==> src/rtl/core/lsac_pkg.sv <==
// Shared types, codes and constants for the line sensor array classifier.
// Holds the per-channel flag struct and the divide-by-six helper.
// Depends on nothing; imported by every module of the core.
package lsac_pkg;

  localparam int CHANNELS       = 6;
  localparam int SAMPLE_BITS    = 12;
  localparam int DARK_BITS      = 12;
  localparam int LIGHT_BITS     = 13;
  localparam int OFFSET_BITS    = 10;
  localparam int COUNT_BITS     = 3;
  localparam int MODE_BITS      = 3;
  localparam int CLASS_BITS     = 2;
  localparam int TARGET_BITS    = 3;
  localparam int VOTE_BITS      = 3;
  localparam int CFG_INDEX_BITS = 2;

  typedef logic [SAMPLE_BITS-1:0] sample_t;
  typedef logic [DARK_BITS-1:0]   dark_t;
  typedef logic [LIGHT_BITS-1:0]  light_t;
  typedef logic [OFFSET_BITS-1:0] offset_t;
  typedef logic [COUNT_BITS-1:0]  count_t;
  typedef logic [MODE_BITS-1:0]   mode_t;
  typedef logic [CLASS_BITS-1:0]  class_t;
  typedef logic [TARGET_BITS-1:0] target_t;
  typedef logic [VOTE_BITS-1:0]   vote_t;
  typedef logic [CFG_INDEX_BITS-1:0] cfg_index_t;

  // Frame modes
  localparam mode_t MODE_CLASSIFY     = 3'd0;
  localparam mode_t MODE_TRACK_PEAK   = 3'd1;
  localparam mode_t MODE_COMMIT_DARK  = 3'd2;
  localparam mode_t MODE_TRACK_TROUGH = 3'd3;
  localparam mode_t MODE_COMMIT_LIGHT = 3'd4;

  // Surface classes
  localparam class_t CLASS_BLACK = 2'd0;
  localparam class_t CLASS_WHITE = 2'd1;
  localparam class_t CLASS_LINE  = 2'd2;
  localparam class_t CLASS_GRAY  = 2'd3;

  // Target selections
  localparam target_t TARGET_BLACK      = 3'd0;
  localparam target_t TARGET_WHITE      = 3'd1;
  localparam target_t TARGET_LINE_WHITE = 3'd2;
  localparam target_t TARGET_GRAY       = 3'd3;
  localparam target_t TARGET_GRAY_BLACK = 3'd4;

  // Configuration register indexes
  localparam cfg_index_t CFG_TARGET_CLASS = 2'd0;
  localparam cfg_index_t CFG_VOTES_NEEDED = 2'd1;
  localparam cfg_index_t CFG_LIGHT_OFFSET = 2'd2;

  // Reset values
  localparam target_t TARGET_RESET = TARGET_LINE_WHITE;
  localparam vote_t   VOTES_RESET  = 3'd3;
  localparam offset_t OFFSET_RESET = 10'd500;
  localparam dark_t   DARK_RESET   = 12'd4000;
  localparam light_t  LIGHT_RESET  = 13'd700;
  localparam sample_t PEAK_RESET   = '0;
  localparam sample_t TROUGH_RESET = '1;

  // Classification limits
  localparam count_t BLACK_MIN_DARK  = 3'd5;
  localparam count_t WHITE_MIN_LIGHT = 3'd4;
  localparam count_t LINE_MIN_LIGHT  = 3'd2;

  // Division by six: (d * 5462) >> 15 is exact for every d below 4096
  localparam int DIV6_RECIP_BITS = 13;
  localparam int DIV6_SHIFT      = 15;
  localparam logic [DIV6_RECIP_BITS-1:0] DIV6_RECIP = 13'd5462;
  localparam int DIV6_PROD_BITS  = SAMPLE_BITS + DIV6_RECIP_BITS;

  typedef struct packed {
    logic dark;
    logic light;
  } lane_flags_t;

  function automatic sample_t div6(input sample_t d);
    logic [DIV6_PROD_BITS-1:0] prod;
    prod = DIV6_PROD_BITS'(d) * DIV6_PROD_BITS'(DIV6_RECIP);
    return sample_t'(prod >> DIV6_SHIFT);
  endfunction

endpackage

==> src/rtl/core/lsac_lane.sv <==
// One channel lane: dark/light thresholds, peak and trough trackers.
// Flags the current sample against the thresholds held before this frame.
// Depends on lsac_pkg.
module lsac_lane (
  input  logic                  clk,
  input  logic                  rst,
  input  logic                  accept,
  input  lsac_pkg::mode_t       mode,
  input  lsac_pkg::sample_t     sample,
  input  lsac_pkg::offset_t     light_offset,
  output lsac_pkg::lane_flags_t flags
);
  import lsac_pkg::*;

  dark_t   dark_thr;
  light_t  light_thr;
  sample_t peak;
  sample_t trough;

  logic    above;
  sample_t gap;
  sample_t step;
  dark_t   dark_commit;
  sample_t trough_min;
  light_t  light_commit;

  always_comb begin
    flags.dark  = (sample >= dark_thr);
    flags.light = !flags.dark && (LIGHT_BITS'(sample) <= light_thr);
  end

  // Move the threshold from the peak towards the sample by a sixth of the gap
  always_comb begin
    above       = (peak >= sample);
    gap         = above ? (peak - sample) : (sample - peak);
    step        = div6(gap);
    dark_commit = DARK_BITS'(above ? (peak - step) : (peak + step));
    trough_min  = (sample < trough) ? sample : trough;
    light_commit = LIGHT_BITS'(trough_min) + LIGHT_BITS'(light_offset);
  end

  always_ff @(posedge clk) begin
    if (rst) begin
      dark_thr  <= DARK_RESET;
      light_thr <= LIGHT_RESET;
      peak      <= PEAK_RESET;
      trough    <= TROUGH_RESET;
    end else if (accept) begin
      unique case (mode)
        MODE_TRACK_PEAK: begin
          if (sample > peak) peak <= sample;
        end
        MODE_COMMIT_DARK: begin
          dark_thr <= dark_commit;
          peak     <= PEAK_RESET;
        end
        MODE_TRACK_TROUGH: begin
          trough <= trough_min;
        end
        MODE_COMMIT_LIGHT: begin
          light_thr <= light_commit;
          trough    <= TROUGH_RESET;
        end
        default: begin
          // classify and undefined modes leave the lane state alone
        end
      endcase
    end
  end

endmodule

==> src/rtl/core/lsac_merge.sv <==
// Merging stage: registers lane flags, counts them, classes the frame,
// runs the window vote and holds the result register and flow control.
// Depends on lsac_pkg.
module lsac_merge #(
  parameter int WINDOW_FRAMES = 6
) (
  input  logic                  clk,
  input  logic                  rst,
  input  logic                  in_valid,
  output logic                  in_stall,
  output logic                  accept,
  input  lsac_pkg::mode_t       mode,
  input  lsac_pkg::lane_flags_t flags [lsac_pkg::CHANNELS],
  input  lsac_pkg::target_t     target_class,
  input  lsac_pkg::vote_t       votes_needed,
  output logic                  out_valid,
  input  logic                  out_stall,
  output lsac_pkg::class_t      surface_class,
  output lsac_pkg::count_t      dark_channels,
  output lsac_pkg::count_t      light_channels,
  output logic                  window_end,
  output logic                  target_match
);
  import lsac_pkg::*;

  localparam int CW    = $clog2(WINDOW_FRAMES + 1);
  localparam int CMP_W = (CW > VOTE_BITS) ? CW : VOTE_BITS;

  logic                s1_valid;
  mode_t               s1_mode;
  logic [CHANNELS-1:0] s1_dark;
  logic [CHANNELS-1:0] s1_light;

  logic [CW-1:0] frame_in_window;
  logic [CW-1:0] agree_count;

  logic          s2_load;
  logic          s1_adv;
  count_t        dark_cnt;
  count_t        light_cnt;
  class_t        cls;
  logic          agrees;
  logic [CW-1:0] frame_next;
  logic [CW-1:0] agree_next;
  logic          at_end;
  logic          match;

  assign s2_load  = !out_valid || !out_stall;
  assign s1_adv   = !s1_valid || s2_load;
  assign in_stall = !s1_adv;
  assign accept   = in_valid && s1_adv;

  always_comb begin
    dark_cnt  = count_t'($countones(s1_dark));
    light_cnt = count_t'($countones(s1_light));

    priority if (dark_cnt >= BLACK_MIN_DARK)    cls = CLASS_BLACK;
    else if (light_cnt >= WHITE_MIN_LIGHT)      cls = CLASS_WHITE;
    else if (light_cnt >= LINE_MIN_LIGHT)       cls = CLASS_LINE;
    else                                        cls = CLASS_GRAY;

    unique case (target_class)
      TARGET_BLACK:      agrees = (cls == CLASS_BLACK);
      TARGET_WHITE:      agrees = (cls == CLASS_WHITE);
      TARGET_LINE_WHITE: agrees = (cls == CLASS_LINE) || (cls == CLASS_WHITE);
      TARGET_GRAY:       agrees = (cls == CLASS_GRAY);
      TARGET_GRAY_BLACK: agrees = (cls == CLASS_GRAY) || (cls == CLASS_BLACK);
      default:           agrees = 1'b0;
    endcase

    frame_next = frame_in_window + CW'(1);
    agree_next = agree_count + CW'(agrees);
    at_end     = (frame_next >= CW'(WINDOW_FRAMES));
    match      = (CMP_W'(agree_next) >= CMP_W'(votes_needed));
  end

  always_ff @(posedge clk) begin
    if (rst) begin
      s1_valid        <= 1'b0;
      out_valid       <= 1'b0;
      frame_in_window <= '0;
      agree_count     <= '0;
    end else begin
      if (s1_adv) s1_valid <= in_valid;
      if (s2_load) out_valid <= s1_valid;
      if (s2_load && s1_valid && (s1_mode == MODE_CLASSIFY)) begin
        if (at_end) begin
          frame_in_window <= '0;
          agree_count     <= '0;
        end else begin
          frame_in_window <= frame_next;
          agree_count     <= agree_next;
        end
      end
    end
  end

  // Payload registers: no reset needed
  always_ff @(posedge clk) begin
    if (accept) begin
      s1_mode <= mode;
      for (int i = 0; i < CHANNELS; i++) begin
        s1_dark[i]  <= flags[i].dark;
        s1_light[i] <= flags[i].light;
      end
    end
    if (s2_load && s1_valid) begin
      surface_class  <= cls;
      dark_channels  <= dark_cnt;
      light_channels <= light_cnt;
      window_end     <= (s1_mode == MODE_CLASSIFY) && at_end;
      target_match   <= (s1_mode == MODE_CLASSIFY) && at_end && match;
    end
  end

endmodule

==> src/rtl/core/line_sensor_array_classifier_core.sv <==
// Line sensor array classifier: six channel lanes and a merging stage.
// A frame's lane flags are registered in the merging stage, then its result.
// Throughput: one frame per cycle unless out_stall holds the pipeline;
// lane thresholds update at acceptance, so the very next frame uses them.
// Reset (rst, synchronous): thresholds, trackers, window counters and
// configuration return to their defaults; the pipeline empties.
module line_sensor_array_classifier_core #(
  parameter int WINDOW_FRAMES = 6
) (
  input  logic                   clk,
  input  logic                   rst,
  input  logic                   cfg_valid,
  output logic                   cfg_ready,
  input  lsac_pkg::cfg_index_t   cfg_index,
  input  lsac_pkg::offset_t      cfg_data,
  input  logic                   in_valid,
  output logic                   in_stall,
  input  lsac_pkg::mode_t        mode,
  input  lsac_pkg::sample_t      sample0,
  input  lsac_pkg::sample_t      sample1,
  input  lsac_pkg::sample_t      sample2,
  input  lsac_pkg::sample_t      sample3,
  input  lsac_pkg::sample_t      sample4,
  input  lsac_pkg::sample_t      sample5,
  output logic                   out_valid,
  input  logic                   out_stall,
  output lsac_pkg::class_t       surface_class,
  output lsac_pkg::count_t       dark_channels,
  output lsac_pkg::count_t       light_channels,
  output logic                   window_end,
  output logic                   target_match
);
  import lsac_pkg::*;

  target_t target_class;
  vote_t   votes_needed;
  offset_t light_offset;

  sample_t     samples [CHANNELS];
  lane_flags_t flags   [CHANNELS];
  logic        accept;

  assign cfg_ready = 1'b1;

  always_ff @(posedge clk) begin
    if (rst) begin
      target_class <= TARGET_RESET;
      votes_needed <= VOTES_RESET;
      light_offset <= OFFSET_RESET;
    end else if (cfg_valid && cfg_ready) begin
      unique case (cfg_index)
        CFG_TARGET_CLASS: target_class <= target_t'(cfg_data);
        CFG_VOTES_NEEDED: votes_needed <= vote_t'(cfg_data);
        CFG_LIGHT_OFFSET: light_offset <= cfg_data;
        default: begin
          // drop writes beyond the register list
        end
      endcase
    end
  end

  assign samples[0] = sample0;
  assign samples[1] = sample1;
  assign samples[2] = sample2;
  assign samples[3] = sample3;
  assign samples[4] = sample4;
  assign samples[5] = sample5;

  for (genvar g = 0; g < CHANNELS; g++) begin : g_lane
    lsac_lane u_lane (
      .clk          (clk),
      .rst          (rst),
      .accept       (accept),
      .mode         (mode),
      .sample       (samples[g]),
      .light_offset (light_offset),
      .flags        (flags[g])
    );
  end

  lsac_merge #(
    .WINDOW_FRAMES (WINDOW_FRAMES)
  ) u_merge (
    .clk            (clk),
    .rst            (rst),
    .in_valid       (in_valid),
    .in_stall       (in_stall),
    .accept         (accept),
    .mode           (mode),
    .flags          (flags),
    .target_class   (target_class),
    .votes_needed   (votes_needed),
    .out_valid      (out_valid),
    .out_stall      (out_stall),
    .surface_class  (surface_class),
    .dark_channels  (dark_channels),
    .light_channels (light_channels),
    .window_end     (window_end),
    .target_match   (target_match)
  );

endmodule

==> config.mk <==
export PLATFORM = sky130hd
export DESIGN_NAME = line_sensor_array_classifier_core
export DESIGN_NICKNAME = d
export VERILOG_FILES = /design/src/rtl/core/lsac_pkg.sv /design/src/rtl/core/lsac_lane.sv /design/src/rtl/core/lsac_merge.sv /design/src/rtl/core/line_sensor_array_classifier_core.sv
export SDC_FILE = /design/constraint.sdc
export NUM_CORES = 2
export LEC_CHECK = 0
export BUFFER_PORTS_ARGS = -buffer_cell sky130_fd_sc_hd__buf_2
export CAP_MARGIN = 15
export CORE_MARGIN = 2
export CORE_UTILIZATION = 55
export DETAILED_ROUTE_END_ITERATION = 8
export HOLD_SLACK_MARGIN = 0.02
export PLACE_DENSITY_LB_ADDON = 0.1
export SLEW_MARGIN = 30
export SYNTH_ARGS = -nofsm -noshare
export SYNTH_HDL_FRONTEND = slang
export SYNTH_SLANG_ARGS = --single-unit
==> constraint.sdc <==
create_clock -name clk -period 17.25 [get_ports clk]
set_input_delay 4.3125 -clock clk [delete_from_list [all_inputs] [get_ports clk]]
set_output_delay 4.3125 -clock clk [all_outputs]
set_load 0.05 [all_outputs]
# After elaboration in Yosys (flattened, before gate mapping)
# Cells that the tools add are included.
[totals] regBits=343 in_bits=92 out_inout_bits=13 elab_cells=226
[op_classes] addsub=42 multipliers=6 magnitude_cmp=35 n_eq_ne=19 n_mux=42 reduce_logical=43
[op_table] cell="$mux W12" count=24
[op_table] cell="$pmux W12 S2" count=12
[op_table] cell="$ge A12 B12 Y1" count=12
[op_table] cell="$mul A12 B12 Y24 const B" count=6
[op_table] cell="$sub A12 B12 Y12" count=12
[op_table] cell="$add A12 B10 Y13" count=6
[op_table] cell="$le A12 B13 Y1" count=6
[op_table] cell="$add A12 B10 Y12" count=6
[op_table] cell="$gt A12 B12 Y1" count=6
[op_table] cell="$lt A12 B12 Y1" count=6
[op_table] cell="$sub A12 B10 Y12" count=6
[op_table] cell="$reduce_and A3 Y1" count=6
[op_table] cell="$add A1 B1 Y2" count=6
[op_table] cell="$add A3 B3 Y3" count=4
[op_table] cell="$eq A3 B2 Y1 const B" count=4
[op_table] cell="$ne A2 B1 Y1 const B" count=6
[op_table] cell="$reduce_and A2 Y1" count=6
[op_table] cell="$logic_and A1 B1 Y1" count=11
[op_table] cell="$logic_not A1 Y1" count=10
[op_table] cell="$ge A3 B3 Y1 const B" count=3
[op_table] cell="$eq A2 B2 Y1 const B" count=3
[op_table] cell="$eq A3 B1 Y1 const B" count=2
[op_table] cell="$eq A3 B3 Y1 const B" count=2
[op_table] cell="$logic_not A3 Y1" count=2
[op_table] cell="12 further kinds" count=20

# Logic depth before layout (Yosys ltp)
[logic_depth] ltp_word=13 mapped_depth=50 ltp_nobuf=49

# Cells and area by module
# From an unflattened synthesis, not the netlist that was laid out.
[unflattened] cells_unflattened=5843 hier_area_um2=48999.5
[modules_own_cells] mod="lsac_lane (g_lane[0].u_lane ...)" n_inst=2 cells_per_inst=949 area_each_um2=7951.4 seq_area_each_um2=980.9
[modules_own_cells] mod="lsac_lane (g_lane[2].u_lane)" n_inst=1 cells_per_inst=932 area_each_um2=7758.7 seq_area_each_um2=980.9
[modules_own_cells] mod="lsac_lane (g_lane[5].u_lane)" n_inst=1 cells_per_inst=950 area_each_um2=7697.4 seq_area_each_um2=980.9
[modules_own_cells] mod="lsac_lane (g_lane[3].u_lane)" n_inst=1 cells_per_inst=938 area_each_um2=7686.1 seq_area_each_um2=980.9
[modules_own_cells] mod="lsac_lane (g_lane[4].u_lane)" n_inst=1 cells_per_inst=928 area_each_um2=7677.4 seq_area_each_um2=980.9
[modules_own_cells] mod="lsac_merge" n_inst=1 cells_per_inst=127 area_each_um2=1592.8 seq_area_each_um2=910.9
[modules_own_cells] mod="line_sensor_array_classifier_core" n_inst=1 cells_per_inst=70 area_each_um2=684.4 seq_area_each_um2=320.3

# Least setup slack after synthesis
# No wires, ideal clock.
[synth_timing] kind="input -> register" from="in sample3[0]" to="reg g_lane[3].u_lane.dark_thr[11]" setup_time_ps=91 t_arrival_ps=13685 required_ps=17159 path_slack_ps=3474 stages=45 n_path_buf=1 cell_sequence="ha_1 -> inv_1 -> fa_1 -> a21o_1 -> a21oi_1 -> o22a_2 -> and2_4 -> buf_6 -> mux2_2 -> a31oi_1 -> o22ai_1 -> and3_1 -> o211a_1 -> a21oi_1 -> o221ai_1 -> xor2_1 -> ha_1 -> ha_1 -> [9 not listed] -> a21o_1 -> a21oi_1 -> o21ai_1 -> a221o_1 -> a41oi_2 -> xnor2_1 -> or4b_4 -> o31a_1 -> or2_0 -> o311a_1 -> xor2_1 -> ha_1 -> nand3_1 -> nand3_1 -> o41ai_1 -> xnor2_1 -> a31o_2 -> a311oi_1"
[synth_via] elab_chain_cells=5 word_cells_on_any_way=8 cone_classes="add/sub: 4; mul: 1; order compare: 1; mux: 2"
[synth_lines] item="start: declaration" line_no="line_sensor_array_classifier_core.sv:22" source="input lsac_pkg::sample_t sample3,"
[synth_lines] item="$sub A12 B12 Y12 / $ge A12 B12 Y1 (equally long branches)" line_no="lsac_lane.sv:35, lsac_lane.sv:34"
[synth_lines] item="$mux W12" line_no="lsac_lane.sv:35" source="gap = above ? (peak - sample) : (sample - peak);"
[synth_lines] item="$mul A12 B12 Y24" line_no="lsac_pkg.sv:81" source="prod = DIV6_PROD_BITS'(d) * DIV6_PROD_BITS'(DIV6_RECIP);"
[synth_lines] item="$add A12 B10 Y12 / $sub A12 B10 Y12 (equally long branches)" line_no="lsac_lane.sv:37" source="dark_commit = DARK_BITS'(above ? (peak - step) : (peak + step));"
[synth_lines] item="$mux W12 (*)" line_no="lsac_lane.sv:37"
[synth_lines] item="end signal: assignment" line_no="lsac_lane.sv:54" source="dark_thr <= dark_commit;"
[synth_lines] item="end: declaration" line_no="lsac_lane.sv:15" source="dark_t dark_thr;"
# Mark *: on every way between the ends. The rest lies on a longest branch, timed or not.
# A chain may end at the register's enable or synchronous reset.

# Worst setup path after layout
[layout_timing] from="in sample2[7]" to="reg g_lane[2].u_lane.dark_thr[11]"
[layout_via] elab_chain_cells=5 word_cells_on_any_way=8 cone_classes="add/sub: 4; mul: 1; order compare: 1; mux: 2"
[layout_lines] item="start: declaration" line_no="line_sensor_array_classifier_core.sv:21" source="input lsac_pkg::sample_t sample2,"
[layout_lines] item="$sub A12 B12 Y12 / $ge A12 B12 Y1 (equally long branches)" line_no="lsac_lane.sv:35, lsac_lane.sv:34"
[layout_lines] item="$mux W12" line_no="lsac_lane.sv:35"
[layout_lines] item="$mul A12 B12 Y24" line_no="lsac_pkg.sv:81"
[layout_lines] item="$add A12 B10 Y12 / $sub A12 B10 Y12 (equally long branches)" line_no="lsac_lane.sv:37"
[layout_lines] item="$mux W12 (*)" line_no="lsac_lane.sv:37"
[layout_lines] item="end signal: assignment" line_no="lsac_lane.sv:54"
[layout_lines] item="end: declaration" line_no="lsac_lane.sv:15"
# Marks and branches as above.

==> flow_summary.toml <==
[drt]
vias = 38310
ant_nets = 0
vias_per_cell = 5.573
routed_wl_mm = 118.2
wl_per_cell_um = 17.19
drt_iter0_markers = 1885
drc = 0
firstDrtPassIters = 6

[clock_network]
clock_latency_ps = 550
clkTransAtPathRegs_ps = 60
cts_repair_resize_count = 0
cts_buffer_depth = 3
htreeDepth = 2
cts_setup_buffers = 0
clock_sinks = 343
cts-root-buf = "clkbuf_16"
cts_tree = "yes"
ctsHoldBuffers = 0
cts_buffers = 38

[setup_path]
crit_cells = 43
r2r_slack_ps = 6270
start_kind = "input pin"
crit_end = "g_lane[2].u_lane.dark_thr[11]$_SDFFE_PP1P_"
critPathRequiredTime_ps = 17660
path_common_cell = "ha_1"
rr_startpoint = "g_lane[2].u_lane.peak[7]$_SDFFE_PP0P_"
worstPathArrival_ps = 15060
critPathMaxFanout = 20
rr_endpoint = "g_lane[2].u_lane.dark_thr[11]$_SDFFE_PP1P_"
end_kind = "flip-flop"
cpPeakStageDelay_ps = 700
critical_path.top_delay_family = "compound AO/OA/AOI/OAI gates"
startpoint = "sample2[7]"
path_buf_inv = 6
r2r_cells = 41
path_class = "in2reg"
crit_path_top_delay_cell = "and3_1"

[sta]
layout_setup_ws_ps = 2598
rsz0062_at_grt = "false"
hold_viol = 0
tightest_slew_ps = 953.2
slew_violations = 0
period_needed_ps = 14650
fmax_mhz = 68.25
setup-violations-final = 0
finClkSkew_ps = 15.82
maxSlewHeadroom_pct = 35.78
post-route-period-util_pct = 84.94
setup_tns_ps = 0

[synth]
synth_edf_count = 25
synth_seq_cells = 343
synthTopCellsByArea = "ha_1 26%, dfxtp_1 14%, fa_1 11%, inv_1 7.5%, a21oi_1 4.3%"
synthArstFlopShare_pct = 0
yosysSeqAreaShare_pct = 15.24
synth_top_area_cell = "ha_1"
yosysWarnings = 0
yosys-top-cells-count = "972 x ha_1, 927 x inv_1, 450 x nand2_1, 411 x nor2_1, 399 x a21oi_1"
syn_nets = 7027
synth_ff_type = "dfxtp_1"
syn-cell-area_um2 = 46690
synth.most_common_cell = "ha_1"
synth_cells = 5695
synth_top_area_share_pct = 26.05
avgSynthCellArea_um2 = 8.198
synth.distinct_cells = 107

[final_layout]
fin_nets = 7038
fillCellCount = 7825
drive_gt1_share_pct = 4.692
multi_input_area_um2 = 35490
finalNonFillerCells = 6875
regArea_um2 = 7117
area_growth_pct = 6.285
final_area_um2 = 49620

[die]
start_util_pct = 55.70
core_um2 = 83820
rows = 106
dieWidth_um = 295.4
die_h_um = 295.4
dieArea_um2 = 87230
ios = 105

[placement]
io_buffers = 103
gp_congestion = 0.8951
dp_cells = 6800
placed_cell_area_um2 = 48260
pre_cts_ws_ps = 2210
hpwlAfterDp_mm = 96.51

[flow_run]
drv_cap = 0

[min_path]
hp-class = "reg2reg"
min_path_cells = 2

[global_routing]
track_usage_pct = 27.49
grt_pass1_wl_mm = 195.8
gr-total-overflow = 0
grt_max_degree = 149
grt_pass1_vias = 37960
antenna_found_initial = 17

[outcome]
run_status = "finished, final reports clean"
==> worst min-delay path, delay by kind of cell (launching register included) <==
family | cells | cell delay (ps)
flops | 1 | 310
simple gates | 1 | 50
compound gates | 1 | 50
==> worst min path at each step <==
stage | from | endpoint | slack, ps
6_report | g_lane[4].u_lane.dark_thr[4]$_SDFFE_PP0P_ | g_lane[4].u_lane.dark_thr[4]$_SDFFE_PP0P_ | 450
5_1_grt | g_lane[5].u_lane.light_thr[6]$_SDFFE_PP0P_ | g_lane[5].u_lane.light_thr[6]$_SDFFE_PP0P_ | 470
4_1_cts | g_lane[1].u_lane.light_thr[8]$_SDFFE_PP0P_ | g_lane[1].u_lane.light_thr[8]$_SDFFE_PP0P_ | 450
3_5_place_dp | g_lane[1].u_lane.dark_thr[4]$_SDFFE_PP0P_ | g_lane[1].u_lane.dark_thr[4]$_SDFFE_PP0P_ | 440
3_3_place_gp | g_lane[5].u_lane.light_thr[6]$_SDFFE_PP0P_ | g_lane[5].u_lane.light_thr[6]$_SDFFE_PP0P_ | 440
2_1_floorplan | g_lane[0].u_lane.dark_thr[4]$_SDFFE_PP0P_ | g_lane[0].u_lane.dark_thr[4]$_SDFFE_PP0P_ | 430
==> through the flow <==
step / hold WS (ps) / util, %
floorplan: 431.9 / -
global placement: 438.8 / 57.58
detailed placement: 444.1 / 57.58
CTS: 452.5 / 59.17
global route: 467.3 / 59.19
finish: 450.3 / 59.20
==> layer usage <==
layer	vias up	routed length (um)	global-route usage [%]
met5	-	253	1.386
met4	14	1791	4.494
met3	139	5981	3.729
met2	728	53630	45.96
met1	18080	56510	38.17
li1	19350	-	-
==> registers in the layout, indices dropped and copies added, names as in the netlist, 2 cells and up <==
name                     count
g_lane.u_lane.dark_thr      72
g_lane.u_lane.light_thr     78
g_lane.u_lane.peak          72
g_lane.u_lane.trough        72
light_offset                10
target_class                 3
u_merge.agree_count          3
u_merge.dark_channels        3
u_merge.frame_in_window      3
u_merge.light_channels       3
u_merge.s1_dark              6
u_merge.s1_light             6
u_merge.s1_mode              3
u_merge.surface_class        2
votes_needed                 3
==> cell families after synthesis <==
group / after synthesis / synth area share, %
AND/OR/NAND/NOR: 1349 / 13.38
AO/OA/AOI/OAI: 1305 / 17.77
adder cells (fa/ha/maj): 1240 / 37.54
buffers and inverters: 1089 / 8.844
flip-flops: 343 / 15.24
XOR/XNOR: 275 / 5.191
multiplexers: 93 / 2.013
other: 1 / 0.008032
==> area by class of cell <==
class                   instances  area share [%]
clock buffers                  52           2.312
multi-input cells            4263           71.52
well taps                    1134           2.859
flip-flops and latches        343           14.34
diodes                          8         0.04034
inverters                     927           7.017
clock inverters                15          0.3782
repair buffers                133           1.531
==> layout by cell type, fill, tap and decap left out, types with 8 or more instances in the layout <==
cell	n
o211ai_1	63
or3_1	17
diode_2	8
o21ai_0	271
xor2_1	95
a21oi_1	399
xnor2_1	178
nor2b_1	55
nor4_1	14
a221oi_1	11
or4_1	11
buf_2	102
nand4_1	44
nand2b_1	60
ha_1	972
clkbuf_8	8
o21a_1	45
clkbuf_16	41
a31oi_1	28
nor3_1	95
nand3_1	58
a211oi_1	26
dfxtp_1	318
buf_4	29
nand2_1	448
edfxtp_1	25
o21bai_1	55
and3_1	26
fa_1	268
o31ai_1	26
a211o_1	13
a21boi_0	21
mux2i_1	86
o22ai_1	59
or2_2	8
a21o_1	175
o21ai_1	8
inv_1	926
and2_1	48
nor2_1	407
Power is not shown: default switching activity piles up to over one toggle a cycle in this logic, so the estimate is an artifact.
